`config.mk`:
```
export PLATFORM = sky130hd
export DESIGN_NAME = matrix_multiply_top
export DESIGN_NICKNAME = d
export VERILOG_FILES = /design/src/rtl/core/mm_pkg.sv /design/src/rtl/core/mm_ram.sv /design/src/rtl/core/mm_store.sv /design/src/rtl/core/mm_mac.sv /design/src/rtl/core/mm_seq.sv /design/src/rtl/core/matrix_multiply_top.sv
export SDC_FILE = /design/constraint.sdc
export NUM_CORES = 2
export LEC_CHECK = 0
export BUFFER_PORTS_ARGS = -buffer_cell sky130_fd_sc_hd__buf_2
export CORE_AREA = 2 2 403 405
export CTS_CLUSTER_DIAMETER = 100
export CTS_CLUSTER_SIZE = 40
export DETAILED_ROUTE_END_ITERATION = 6
export DIE_AREA = 0 0 405 407
export PLACE_DENSITY = 0.89
export SLEW_MARGIN = 5
export SYNTH_ARGS = -nofsm -noshare
export SYNTH_HDL_FRONTEND = slang
export SYNTH_HIERARCHICAL = 1
export SYNTH_SLANG_ARGS = --single-unit
```
`constraint.sdc`:
```
create_clock -name clk -period 13.6 [get_ports clk]
set_input_delay 0.68 -clock clk [delete_from_list [all_inputs] [get_ports clk]]
set_output_delay 0.68 -clock clk [all_outputs]
set_load 0.03 [all_outputs]
```
`src/rtl/core/mm_pkg.sv`:
```
// shared types and constants of the matrix multiply block
package mm_pkg;

  localparam int COORD_W = 3;
  localparam int DIM_W   = 4;
  localparam int VALUE_W = 16;
  localparam int SUM_W   = 36;

  typedef enum logic [1:0] {
    KIND_LOAD_A  = 2'd0,
    KIND_LOAD_B  = 2'd1,
    KIND_COMPUTE = 2'd2
  } kind_t;

  localparam logic STATUS_OK    = 1'b0;
  localparam logic STATUS_RANGE = 1'b1;

  localparam logic [1:0] REG_ROWS_A     = 2'd0;
  localparam logic [1:0] REG_INNER_SIZE = 2'd1;
  localparam logic [1:0] REG_COLS_B     = 2'd2;

  typedef enum logic [1:0] {
    ST_IDLE,
    ST_RUN,
    ST_DRAIN
  } state_t;

  typedef struct packed {
    logic [DIM_W-1:0] rows_a;
    logic [DIM_W-1:0] inner_size;
    logic [DIM_W-1:0] cols_b;
  } dims_t;

  typedef struct packed {
    logic valid;
    logic first;
  } mac_issue_t;

  typedef struct packed {
    logic             busy;
    logic [SUM_W-1:0] acc;
  } mac_stat_t;

endpackage

```
`src/rtl/core/mm_ram.sv`:
```
// generic simple dual port ram with registered read
module mm_ram #(
  parameter int WIDTH = 16,
  parameter int DEPTH = 64
) (
  input  logic                     clk,
  input  logic                     we,
  input  logic [$clog2(DEPTH)-1:0] waddr,
  input  logic [WIDTH-1:0]         wdata,
  input  logic [$clog2(DEPTH)-1:0] raddr,
  output logic [WIDTH-1:0]         rdata
);

  logic [WIDTH-1:0] mem [DEPTH];

  always_ff @(posedge clk) begin
    if (we) begin
      mem[waddr] <= wdata;
    end
    rdata <= mem[raddr];
  end

endmodule

```
`src/rtl/core/mm_store.sv`:
```
// element store: ram plus per-entry written flags, unwritten entries read as zero
module mm_store #(
  parameter int WIDTH = 16,
  parameter int DEPTH = 64
) (
  input  logic                     clk,
  input  logic                     rst,
  input  logic                     we,
  input  logic [$clog2(DEPTH)-1:0] waddr,
  input  logic [WIDTH-1:0]         wdata,
  input  logic [$clog2(DEPTH)-1:0] raddr,
  output logic signed [WIDTH-1:0]  rdata
);

  logic [DEPTH-1:0] written;
  logic             rvalid;
  logic [WIDTH-1:0] q;

  mm_ram #(.WIDTH(WIDTH), .DEPTH(DEPTH)) u_ram (
    .clk   (clk),
    .we    (we),
    .waddr (waddr),
    .wdata (wdata),
    .raddr (raddr),
    .rdata (q)
  );

  always_ff @(posedge clk) begin
    if (rst) begin
      written <= '0;
      rvalid  <= 1'b0;
    end else begin
      if (we) begin
        written[waddr] <= 1'b1;
      end
      rvalid <= written[raddr];
    end
  end

  assign rdata = rvalid ? q : '0;

endmodule

```
`src/rtl/core/mm_mac.sv`:
```
// shared multiply-accumulate unit: product register, then 36-bit wrapping accumulator
module mm_mac #(
  parameter int ELEM_WIDTH = 16
) (
  input  logic                         clk,
  input  logic                         rst,
  input  mm_pkg::mac_issue_t           issue,
  input  logic signed [ELEM_WIDTH-1:0] a_data,
  input  logic signed [ELEM_WIDTH-1:0] b_data,
  output mm_pkg::mac_stat_t            stat
);
  import mm_pkg::*;

  localparam int PROD_W = 2 * ELEM_WIDTH;

  logic                     v1, f1, v2, f2;
  logic signed [PROD_W-1:0] prod;
  logic signed [SUM_W-1:0]  prod_ext;
  logic [SUM_W-1:0]         acc;

  generate
    if (PROD_W >= SUM_W) begin : g_trunc
      assign prod_ext = prod[SUM_W-1:0];
    end else begin : g_ext
      assign prod_ext = SUM_W'(prod);
    end
  endgenerate

  // stage 1 lines up with the registered store read, stage 2 holds the product
  always_ff @(posedge clk) begin
    if (rst) begin
      v1 <= 1'b0;
      v2 <= 1'b0;
    end else begin
      v1 <= issue.valid;
      v2 <= v1;
    end
    f1   <= issue.first;
    f2   <= f1;
    prod <= PROD_W'(a_data) * PROD_W'(b_data);
    if (v2) begin
      acc <= f2 ? prod_ext : acc + prod_ext;
    end
  end

  assign stat.busy = v1 | v2;
  assign stat.acc  = acc;

endmodule

```
`src/rtl/core/mm_seq.sv`:
```
// sequencer: load handling, product loop counters and output register
module mm_seq #(
  parameter int MAX_DIM    = 8,
  parameter int ELEM_WIDTH = 16,
  parameter int ADDR_W     = 6
) (
  input  logic                         clk,
  input  logic                         rst,
  input  mm_pkg::dims_t                dims,
  input  logic                         in_valid,
  output logic                         in_ready,
  input  logic [1:0]                   in_kind,
  input  logic [mm_pkg::COORD_W-1:0]   in_row,
  input  logic [mm_pkg::COORD_W-1:0]   in_col,
  input  logic signed [mm_pkg::VALUE_W-1:0] in_value,
  output logic                         out_valid,
  input  logic                         out_ready,
  output logic [mm_pkg::COORD_W-1:0]   out_row,
  output logic [mm_pkg::COORD_W-1:0]   out_col,
  output logic [mm_pkg::SUM_W-1:0]     out_sum,
  output logic                         out_status,
  output logic                         out_last,
  output logic                         we_a,
  output logic                         we_b,
  output logic [ADDR_W-1:0]            waddr,
  output logic [ELEM_WIDTH-1:0]        wdata,
  output logic [ADDR_W-1:0]            raddr_a,
  output logic [ADDR_W-1:0]            raddr_b,
  output mm_pkg::mac_issue_t           issue,
  input  mm_pkg::mac_stat_t            mac_stat
);
  import mm_pkg::*;

  state_t               state, state_next;
  logic [COORD_W-1:0]   m_idx, m_next, n_idx, n_next, i_idx, i_next;
  logic                 out_valid_next, out_status_next, out_last_next;
  logic [COORD_W-1:0]   out_row_next, out_col_next;
  logic [SUM_W-1:0]     out_sum_next;
  logic                 accept, is_a, load_ok, elem_last, row_end, inner_end;
  logic [DIM_W-1:0]     lim_r, lim_c;

  assign is_a    = (in_kind == KIND_LOAD_A);
  assign lim_r   = is_a ? dims.rows_a : dims.inner_size;
  assign lim_c   = is_a ? dims.inner_size : dims.cols_b;
  assign load_ok = ({1'b0, in_row} < lim_r) && ({1'b0, in_col} < lim_c);

  assign waddr   = ADDR_W'(in_row * MAX_DIM + in_col);
  assign wdata   = ELEM_WIDTH'(in_value);
  assign raddr_a = ADDR_W'(m_idx * MAX_DIM + i_idx);
  assign raddr_b = ADDR_W'(i_idx * MAX_DIM + n_idx);

  assign row_end   = ({1'b0, n_idx} == dims.cols_b - DIM_W'(1));
  assign elem_last = row_end && ({1'b0, m_idx} == dims.rows_a - DIM_W'(1));
  assign inner_end = ({1'b0, i_idx} == dims.inner_size - DIM_W'(1));

  always_ff @(posedge clk) begin
    if (rst) begin
      state     <= ST_IDLE;
      out_valid <= 1'b0;
      m_idx     <= '0;
      n_idx     <= '0;
      i_idx     <= '0;
    end else begin
      state     <= state_next;
      out_valid <= out_valid_next;
      m_idx     <= m_next;
      n_idx     <= n_next;
      i_idx     <= i_next;
    end
    out_row    <= out_row_next;
    out_col    <= out_col_next;
    out_sum    <= out_sum_next;
    out_status <= out_status_next;
    out_last   <= out_last_next;
  end

  always_comb begin
    state_next      = state;
    m_next          = m_idx;
    n_next          = n_idx;
    i_next          = i_idx;
    out_valid_next  = out_valid & ~out_ready;
    out_row_next    = out_row;
    out_col_next    = out_col;
    out_sum_next    = out_sum;
    out_status_next = out_status;
    out_last_next   = out_last;
    we_a            = 1'b0;
    we_b            = 1'b0;
    issue           = '0;
    in_ready        = (state == ST_IDLE) && (!out_valid || out_ready);
    accept          = in_valid && in_ready;

    unique case (state)
      ST_IDLE: begin
        if (accept) begin
          case (in_kind) inside
            KIND_LOAD_A, KIND_LOAD_B: begin
              we_a            = is_a && load_ok;
              we_b            = !is_a && load_ok;
              out_valid_next  = 1'b1;
              out_row_next    = in_row;
              out_col_next    = in_col;
              out_sum_next    = '0;
              out_status_next = load_ok ? STATUS_OK : STATUS_RANGE;
              out_last_next   = 1'b1;
            end
            KIND_COMPUTE: begin
              if (dims.rows_a != '0 && dims.cols_b != '0) begin
                m_next     = '0;
                n_next     = '0;
                i_next     = '0;
                state_next = (dims.inner_size == '0) ? ST_DRAIN : ST_RUN;
              end
            end
            default: ;
          endcase
        end
      end
      ST_RUN: begin
        issue.valid = 1'b1;
        issue.first = (i_idx == '0);
        if (inner_end) begin
          i_next     = '0;
          state_next = ST_DRAIN;
        end else begin
          i_next = i_idx + COORD_W'(1);
        end
      end
      ST_DRAIN: begin
        if (!mac_stat.busy && (!out_valid || out_ready)) begin
          out_valid_next  = 1'b1;
          out_row_next    = m_idx;
          out_col_next    = n_idx;
          out_sum_next    = (dims.inner_size == '0) ? '0 : mac_stat.acc;
          out_status_next = STATUS_OK;
          out_last_next   = elem_last;
          if (elem_last) begin
            state_next = ST_IDLE;
          end else begin
            if (row_end) begin
              n_next = '0;
              m_next = m_idx + COORD_W'(1);
            end else begin
              n_next = n_idx + COORD_W'(1);
            end
            state_next = (dims.inner_size == '0) ? ST_DRAIN : ST_RUN;
          end
        end
      end
      default: state_next = ST_IDLE;
    endcase
  end

endmodule

```
`src/rtl/core/matrix_multiply_top.sv`:
```
// top level of the integer matrix multiply block
// Integer matrix multiply: elements of A (rows_a x inner_size) and B
// (inner_size x cols_b) are loaded one item at a time on the input stream and
// each load is answered by one item carrying its row, column and a status
// (0 ok, 1 index outside the configured shape; a refused load leaves the
// store unchanged). A compute item then streams out every product element in
// row-major order as a 36-bit signed wrapping sum, with tlast on the final
// one. Loads are taken one per cycle as long as the output side keeps up.
// A compute item holds the input off while it runs, and output stalls
// lengthen it. Its pace comes from the single shared multiplier and the
// one read port of each element store, walked by the sequencer one
// multiply-accumulate per cycle, then a two-stage drain before each result.
// Both stores read as zero after reset; per-entry written flags make that
// immediate, so no clearing pass is needed. Dimension registers above
// min(MAX_DIM, 8) act as that bound; a zero product dimension makes a compute
// item return nothing, and kind 3 is ignored.
module matrix_multiply_top #(
  parameter int MAX_DIM    = 8,
  parameter int ELEM_WIDTH = 16
) (
  input  logic        clk,
  input  logic        rst,
  // configuration port
  input  logic        psel,
  input  logic        penable,
  input  logic        pwrite,
  input  logic [3:0]  paddr,
  input  logic [31:0] pwdata,
  output logic [31:0] prdata,
  output logic        pready,
  // input items
  input  logic        s_tvalid,
  output logic        s_tready,
  input  logic [23:0] s_tdata,   // row [2:0], col [5:3], value [21:6], zero pad
  input  logic [1:0]  s_tuser,   // kind [1:0]
  // result items
  output logic        m_tvalid,
  input  logic        m_tready,
  output logic [47:0] m_tdata,   // out_row [2:0], out_col [5:3], sum [41:6], zero pad
  output logic        m_tuser,   // status [0]
  output logic        m_tlast    // last result of the item
);
  import mm_pkg::*;

  localparam int DEPTH  = MAX_DIM * MAX_DIM;
  localparam int ADDR_W = $clog2(DEPTH);
  localparam logic [DIM_W-1:0] DIM_CAP = DIM_W'((MAX_DIM < 8) ? MAX_DIM : 8);

  // raw register values as written
  logic [DIM_W-1:0] rows_a, inner_size, cols_b;
  logic             cfg_we;
  dims_t            dims;

  logic                         we_a, we_b;
  logic [ADDR_W-1:0]            waddr, raddr_a, raddr_b;
  logic [ELEM_WIDTH-1:0]        wdata;
  logic signed [ELEM_WIDTH-1:0] a_data, b_data;
  mac_issue_t                   issue;
  mac_stat_t                    mac_stat;

  logic [COORD_W-1:0] out_row, out_col;
  logic [SUM_W-1:0]   out_sum;
  logic               out_status;

  // register writes complete in the access phase, no wait states
  assign pready = 1'b1;
  assign cfg_we = psel && penable && pwrite && pready;

  always_ff @(posedge clk) begin
    if (rst) begin
      rows_a     <= DIM_W'(2);
      inner_size <= DIM_W'(2);
      cols_b     <= DIM_W'(2);
    end else if (cfg_we) begin
      unique case (paddr[3:2])
        REG_ROWS_A:     rows_a     <= pwdata[DIM_W-1:0];
        REG_INNER_SIZE: inner_size <= pwdata[DIM_W-1:0];
        REG_COLS_B:     cols_b     <= pwdata[DIM_W-1:0];
        default: ;
      endcase
    end
  end

  always_comb begin
    unique case (paddr[3:2])
      REG_ROWS_A:     prdata = {28'b0, rows_a};
      REG_INNER_SIZE: prdata = {28'b0, inner_size};
      REG_COLS_B:     prdata = {28'b0, cols_b};
      default:        prdata = '0;
    endcase
  end

  // dimensions saturate at the largest shape the index fields can address
  assign dims.rows_a     = (rows_a > DIM_CAP) ? DIM_CAP : rows_a;
  assign dims.inner_size = (inner_size > DIM_CAP) ? DIM_CAP : inner_size;
  assign dims.cols_b     = (cols_b > DIM_CAP) ? DIM_CAP : cols_b;

  mm_seq #(
    .MAX_DIM    (MAX_DIM),
    .ELEM_WIDTH (ELEM_WIDTH),
    .ADDR_W     (ADDR_W)
  ) u_seq (
    .clk        (clk),
    .rst        (rst),
    .dims       (dims),
    .in_valid   (s_tvalid),
    .in_ready   (s_tready),
    .in_kind    (s_tuser),
    .in_row     (s_tdata[2:0]),
    .in_col     (s_tdata[5:3]),
    .in_value   (s_tdata[21:6]),
    .out_valid  (m_tvalid),
    .out_ready  (m_tready),
    .out_row    (out_row),
    .out_col    (out_col),
    .out_sum    (out_sum),
    .out_status (out_status),
    .out_last   (m_tlast),
    .we_a       (we_a),
    .we_b       (we_b),
    .waddr      (waddr),
    .wdata      (wdata),
    .raddr_a    (raddr_a),
    .raddr_b    (raddr_b),
    .issue      (issue),
    .mac_stat   (mac_stat)
  );

  // element stores, addressed row * MAX_DIM + col
  mm_store #(.WIDTH(ELEM_WIDTH), .DEPTH(DEPTH)) u_store_a (
    .clk   (clk),
    .rst   (rst),
    .we    (we_a),
    .waddr (waddr),
    .wdata (wdata),
    .raddr (raddr_a),
    .rdata (a_data)
  );

  mm_store #(.WIDTH(ELEM_WIDTH), .DEPTH(DEPTH)) u_store_b (
    .clk   (clk),
    .rst   (rst),
    .we    (we_b),
    .waddr (waddr),
    .wdata (wdata),
    .raddr (raddr_b),
    .rdata (b_data)
  );

  // one multiplier shared by every product element
  mm_mac #(.ELEM_WIDTH(ELEM_WIDTH)) u_mac (
    .clk    (clk),
    .rst    (rst),
    .issue  (issue),
    .a_data (a_data),
    .b_data (b_data),
    .stat   (mac_stat)
  );

  assign m_tdata = {6'b0, out_sum, out_col, out_row};
  assign m_tuser = out_status;

endmodule

```
==> impl_summary.md <==
Run status
The flow ran to the end, but the final reports show violations. The final reports fail on DRC.

Synthesis
The number of enable-type register cells in the synthesized netlist is between 2,000 and 2,500. The dominant combinational cell family by area after synthesis is multiplexers. For this run, the number of Yosys warnings is 6.

The mapped netlist covers 104,000 µm². Among all flip-flop cells after synthesis, the most frequent one is sky130_fd_sc_hd__edfxtp_1. The compound-gate portion of the synthesized area is 4.14%. After synthesis, flip-flops and latches occupy 65.9% of the total area. Counting flops and latches in the post-synthesis netlist gives 2,350. Of the total synthesized cell area, the portion taken by XOR and XNOR cells is 0.608%.

Counting distinct cell types in the post-synthesis netlist gives 96. After synthesis, the mean cell area works out to 16.8 µm². The synthesized netlist devotes approximately 6.6% of its cell area to adder and majority cells. After synthesis, the largest area contributor takes up 61.7% of total cell area. Of all cell types, the one taking the most synthesized area is sky130_fd_sc_hd__edfxtp_1. The post-synthesis cell count is 6,171. The portion of synthesized area spent on multiplexers is roughly an eighth. Ranked by total cell area, the synthesized netlist is headed by sky130_fd_sc_hd__edfxtp_1 (62%), sky130_fd_sc_hd__mux4_2 (10%), sky130_fd_sc_hd__fa_1 (5.1%). The simple logic cell fraction of the synthesized area is 5.91%. For this run, asynchronously set or reset flops after synthesis account for 0%.

Power
Across the VDD grid, the largest voltage drop is 0.000116 V. The leakage power is ~35 nW. Dividing total power by cell area gives a power density of approximately 110 nW/µm².

STA
The number of failing hold endpoints at the final stage is 0. The post-layout minimum cycle time is between 7 and 8 ns. The sum of negative setup slack is 0 ns. Setup repair after global routing left no endpoint under its margin. The clock tree skew after final layout is 0.0836 ns. The count of final setup violators is 0. For the pin with the worst max-slew slack, the measured transition is 1.31 ns. For this run, the top clock speed supported by timing is between 0.1 and 0.15 GHz. The max-slew violation count is 0. Measured against its own limit, the worst slew margin works out to between 10% and 20%. Dividing the final minimum period by the clock period gives between 50 and 60%.

Die
The core region is 160,000 µm². The effective utilization at floorplan is 64.7%. During I/O placement, the number of pins put on the boundary was approximately 150. After floorplanning, the core was divided into 147 placement rows. From bottom edge to top edge, the die measures ~410 µm.

The die footprint is 165,000 µm². The die is 405 µm wide.

Global route
Entering global routing, the biggest net connects around 120 pins. The global-route usage over all layers is between 30% and 40%. The number of antenna violations at the first check in global routing was 11. The total overflow left after global routing is 0. The first global-routing pass estimated about 370 mm of wire.

The number of global-route vias before repair is between 50,000 and 60,000.

Routing
The first-pass iteration count of the detailed router is 7. The number of routed nets with antenna violations is 0. In the routed design, unresolved DRC markers number 2. The number of violations reported at the end of detailed-routing iteration 0 is 8,867. The post-detailed-route via-to-cell ratio is 6.91. After detailed routing, the average wire length per cell comes to roughly 30 µm. Wires add up to approximately 250 mm. The count of vias placed by the detailed router is a little under 60,000.

Placement
The HPWL after detailed placement is 148 mm. The congestion estimate from routability-driven global placement came to a little under 0.9. Once placement finished, the instance area stood at ~110,000 µm². Port buffering added 86 buffers.

Clock network
The clock net in this run drives a total of 2,350 sinks. The root buffer selected by CTS is sky130_fd_sc_hd__clkbuf_16. TritonCTS created 71 clock buffers. After clock tree synthesis, the setup repair step added 0 buffers. The number of hold buffers added after CTS was 0.

The TritonCTS clock tree is built. The H-tree was split into 3 levels. Counting along the longest clock path gives a buffer depth of 3. The clock-pin slew of the registers on the worst-case setup and hold paths is between 0.1 and 0.15 ns. In this run, post-CTS repair resized a total of 0 instances. The clock latency of the later-clocked register in the worst-skew pair is between 0.7 and 0.8 ns.

Cells and area
The proportion of layout cells with a drive suffix above 1 is 15.1%. Summing all non-filler instances in the final layout gives an area of approximately 110,000 µm². Leaving out fill and tap cells, the most frequent cells in the layout are sky130_fd_sc_hd__edfxtp_1 (2,128), sky130_fd_sc_hd__mux4_2 (459), sky130_fd_sc_hd__inv_1 (357), sky130_fd_sc_hd__nand2_1 (337), sky130_fd_sc_hd__nor2_1 (298). In the final design database the tool counted approximately 6,600 nets.

The leading cell type in the layout, fill and taps excluded is sky130_fd_sc_hd__edfxtp_1. The area overhead of the layout relative to synthesis is 4.19%.

Worst setup path
The required time of the worst setup path is approximately 14 ns. The nature of the critical path endpoint is a register. The largest single stage delay on the critical path is ~0.96 ns. The signal on the critical path passes through and2_1 > nand2_1 > inv_1 > fa_1 > fa_1 > fa_1 > fa_1 > fa_1 > inv_1 > fa_1 > inv_1 > ha_1 > a211oi_1 > nand2_1 > nor3_1 > and3_1 > o41ai_2 > a21oi_1 > o21ai_1 > a21oi_1 > xnor2_1. For the worst setup path, the data arrival time is about 8.0 ns.

The type of the worst setup path is register to register. The slowest stage of the critical path belongs to the cell sky130_fd_sc_hd__fa_1. Together, buffers and inverters on the worst path number 3. Of all nets on the critical path, the largest fanout is 16.

On the critical path the largest part of the delay comes from adder cells. By instance count, the cell type seen most on the critical path is sky130_fd_sc_hd__fa_1. The kind of start point of the critical path is a register.

Flow run
Max-cap violations in this run came to 0.

Hold path
The min-delay analysis places its worst path in the category input port to register.
==> through the flow <==
step / hold WS [ns] / utilization (%) / total power, mW / cells / setup slack (ns)
after floorplan: 0.310 / - / 8.64 / 6204 / 7.22
after global placement: 0.315 / 66.1 / 8.80 / 8223 / 6.51
after detailed placement: 0.315 / 66.1 / 8.84 / 8223 / 6.42
after CTS: 0.182 / 67.4 / 11.8 / 8333 / 6.29
after global routing: 0.218 / 67.4 / 12.0 / 8333 / 5.82
final: 0.217 / 67.4 / 11.8 / 8339 / 6.32
==> cells by family (layout without fill, tap and decap cells) <==
kind of cell             after synthesis  in the layout
other                                  2             41
buffers and inverters                726            695
multiplexers                         744            744
XOR/XNOR                              72             72
AO/OA/AOI/OAI                        648            648
adder cells (fa/ha/maj)              392            392
AND/OR/NAND/NOR                     1237           1237
flip-flops                          2350           2350
==> power by group <==
part           leakage, nW  switching [mW]  total (mW)  internal [mW]
logic                 13.1           0.510       0.768          0.258
clock network         1.03            2.06        3.10           1.04
registers             21.0          0.0330        7.93           7.90
total                 35.1            2.60        11.8           9.20
==> area by class of cell <==
type / count / area [µm²]
fill: 9486 / 52200
inverter: 358 / 1340
clock buffer: 95 / 1910
antenna: 6 / 15.0
multi-input combinational: 3128 / 31800
timing repair buffer: 227 / 1580
tap: 2160 / 2700
clock inverter: 15 / 234
sequential: 2350 / 68400
==> tightest hold or removal path: cells and delay by family <==
kind	cells	cell delay [ns]
buffers and inverters	1	0.08
muxes	1	0.14
and+or+nand+nor	1	0.06
==> cell usage after synthesis (29+ instances only) <==
| master | n |
|---|---|
| sky130_fd_sc_hd__o21ai_0 | 73 |
| sky130_fd_sc_hd__a21oi_1 | 214 |
| sky130_fd_sc_hd__nand3_1 | 67 |
| sky130_fd_sc_hd__a221oi_1 | 32 |
| sky130_fd_sc_hd__buf_2 | 79 |
| sky130_fd_sc_hd__mux4_2 | 459 |
| sky130_fd_sc_hd__nor3_1 | 29 |
| sky130_fd_sc_hd__nor2_1 | 346 |
| sky130_fd_sc_hd__nor2b_1 | 92 |
| sky130_fd_sc_hd__nand2_1 | 337 |
| sky130_fd_sc_hd__inv_1 | 357 |
| sky130_fd_sc_hd__a22oi_1 | 79 |
| sky130_fd_sc_hd__a211oi_1 | 29 |
| sky130_fd_sc_hd__ha_1 | 129 |
| sky130_fd_sc_hd__buf_6 | 40 |
| sky130_fd_sc_hd__dfxtp_1 | 222 |
| sky130_fd_sc_hd__and2_1 | 197 |
| sky130_fd_sc_hd__buf_4 | 87 |
| sky130_fd_sc_hd__mux2i_1 | 207 |
| sky130_fd_sc_hd__nand2b_1 | 37 |
| sky130_fd_sc_hd__clkbuf_1 | 122 |
| sky130_fd_sc_hd__edfxtp_1 | 2128 |
| sky130_fd_sc_hd__fa_1 | 263 |
| sky130_fd_sc_hd__a31oi_1 | 31 |
| sky130_fd_sc_hd__mux2_2 | 56 |
| sky130_fd_sc_hd__xnor2_1 | 44 |
==> metal layers <==
layer / global-route usage (%) / wire length (µm)
met1: 38.8 / 83900
met2: 51.1 / 124000
met3: 6.46 / 28400
met4: 13.9 / 14400
met5: 0 / 138
==> final timing paths <==
check / start / to / slack [ns] / cells after the start
setup / recovery: u_store_a/rvalid / u_mac/prod[31] / 6.32 / 21
hold / removal: pwdata[1] / cols_b[1] / 0.22 / 3
setup reg to reg: u_store_a/rvalid / u_mac/prod[31] / 6.32 / 21
hold reg to reg: u_mac/f1 / u_mac/f2 / 0.34 / 0
==> state kept, by name, indices dropped and copies added, names as in the netlist, 4 cells and up <==
name	cells
u_store_a/u_ram/rdata	16
u_store_b/written	64
u_seq/out_sum	36
u_mac/acc	36
u_store_b/u_ram/rdata	16
u_mac/prod	32
u_store_a/u_ram/mem	1024
inner_size	4
rows_a	4
u_store_a/written	64
u_store_b/u_ram/mem	1024
cols_b	4
(Power assumes the default switching activity.)
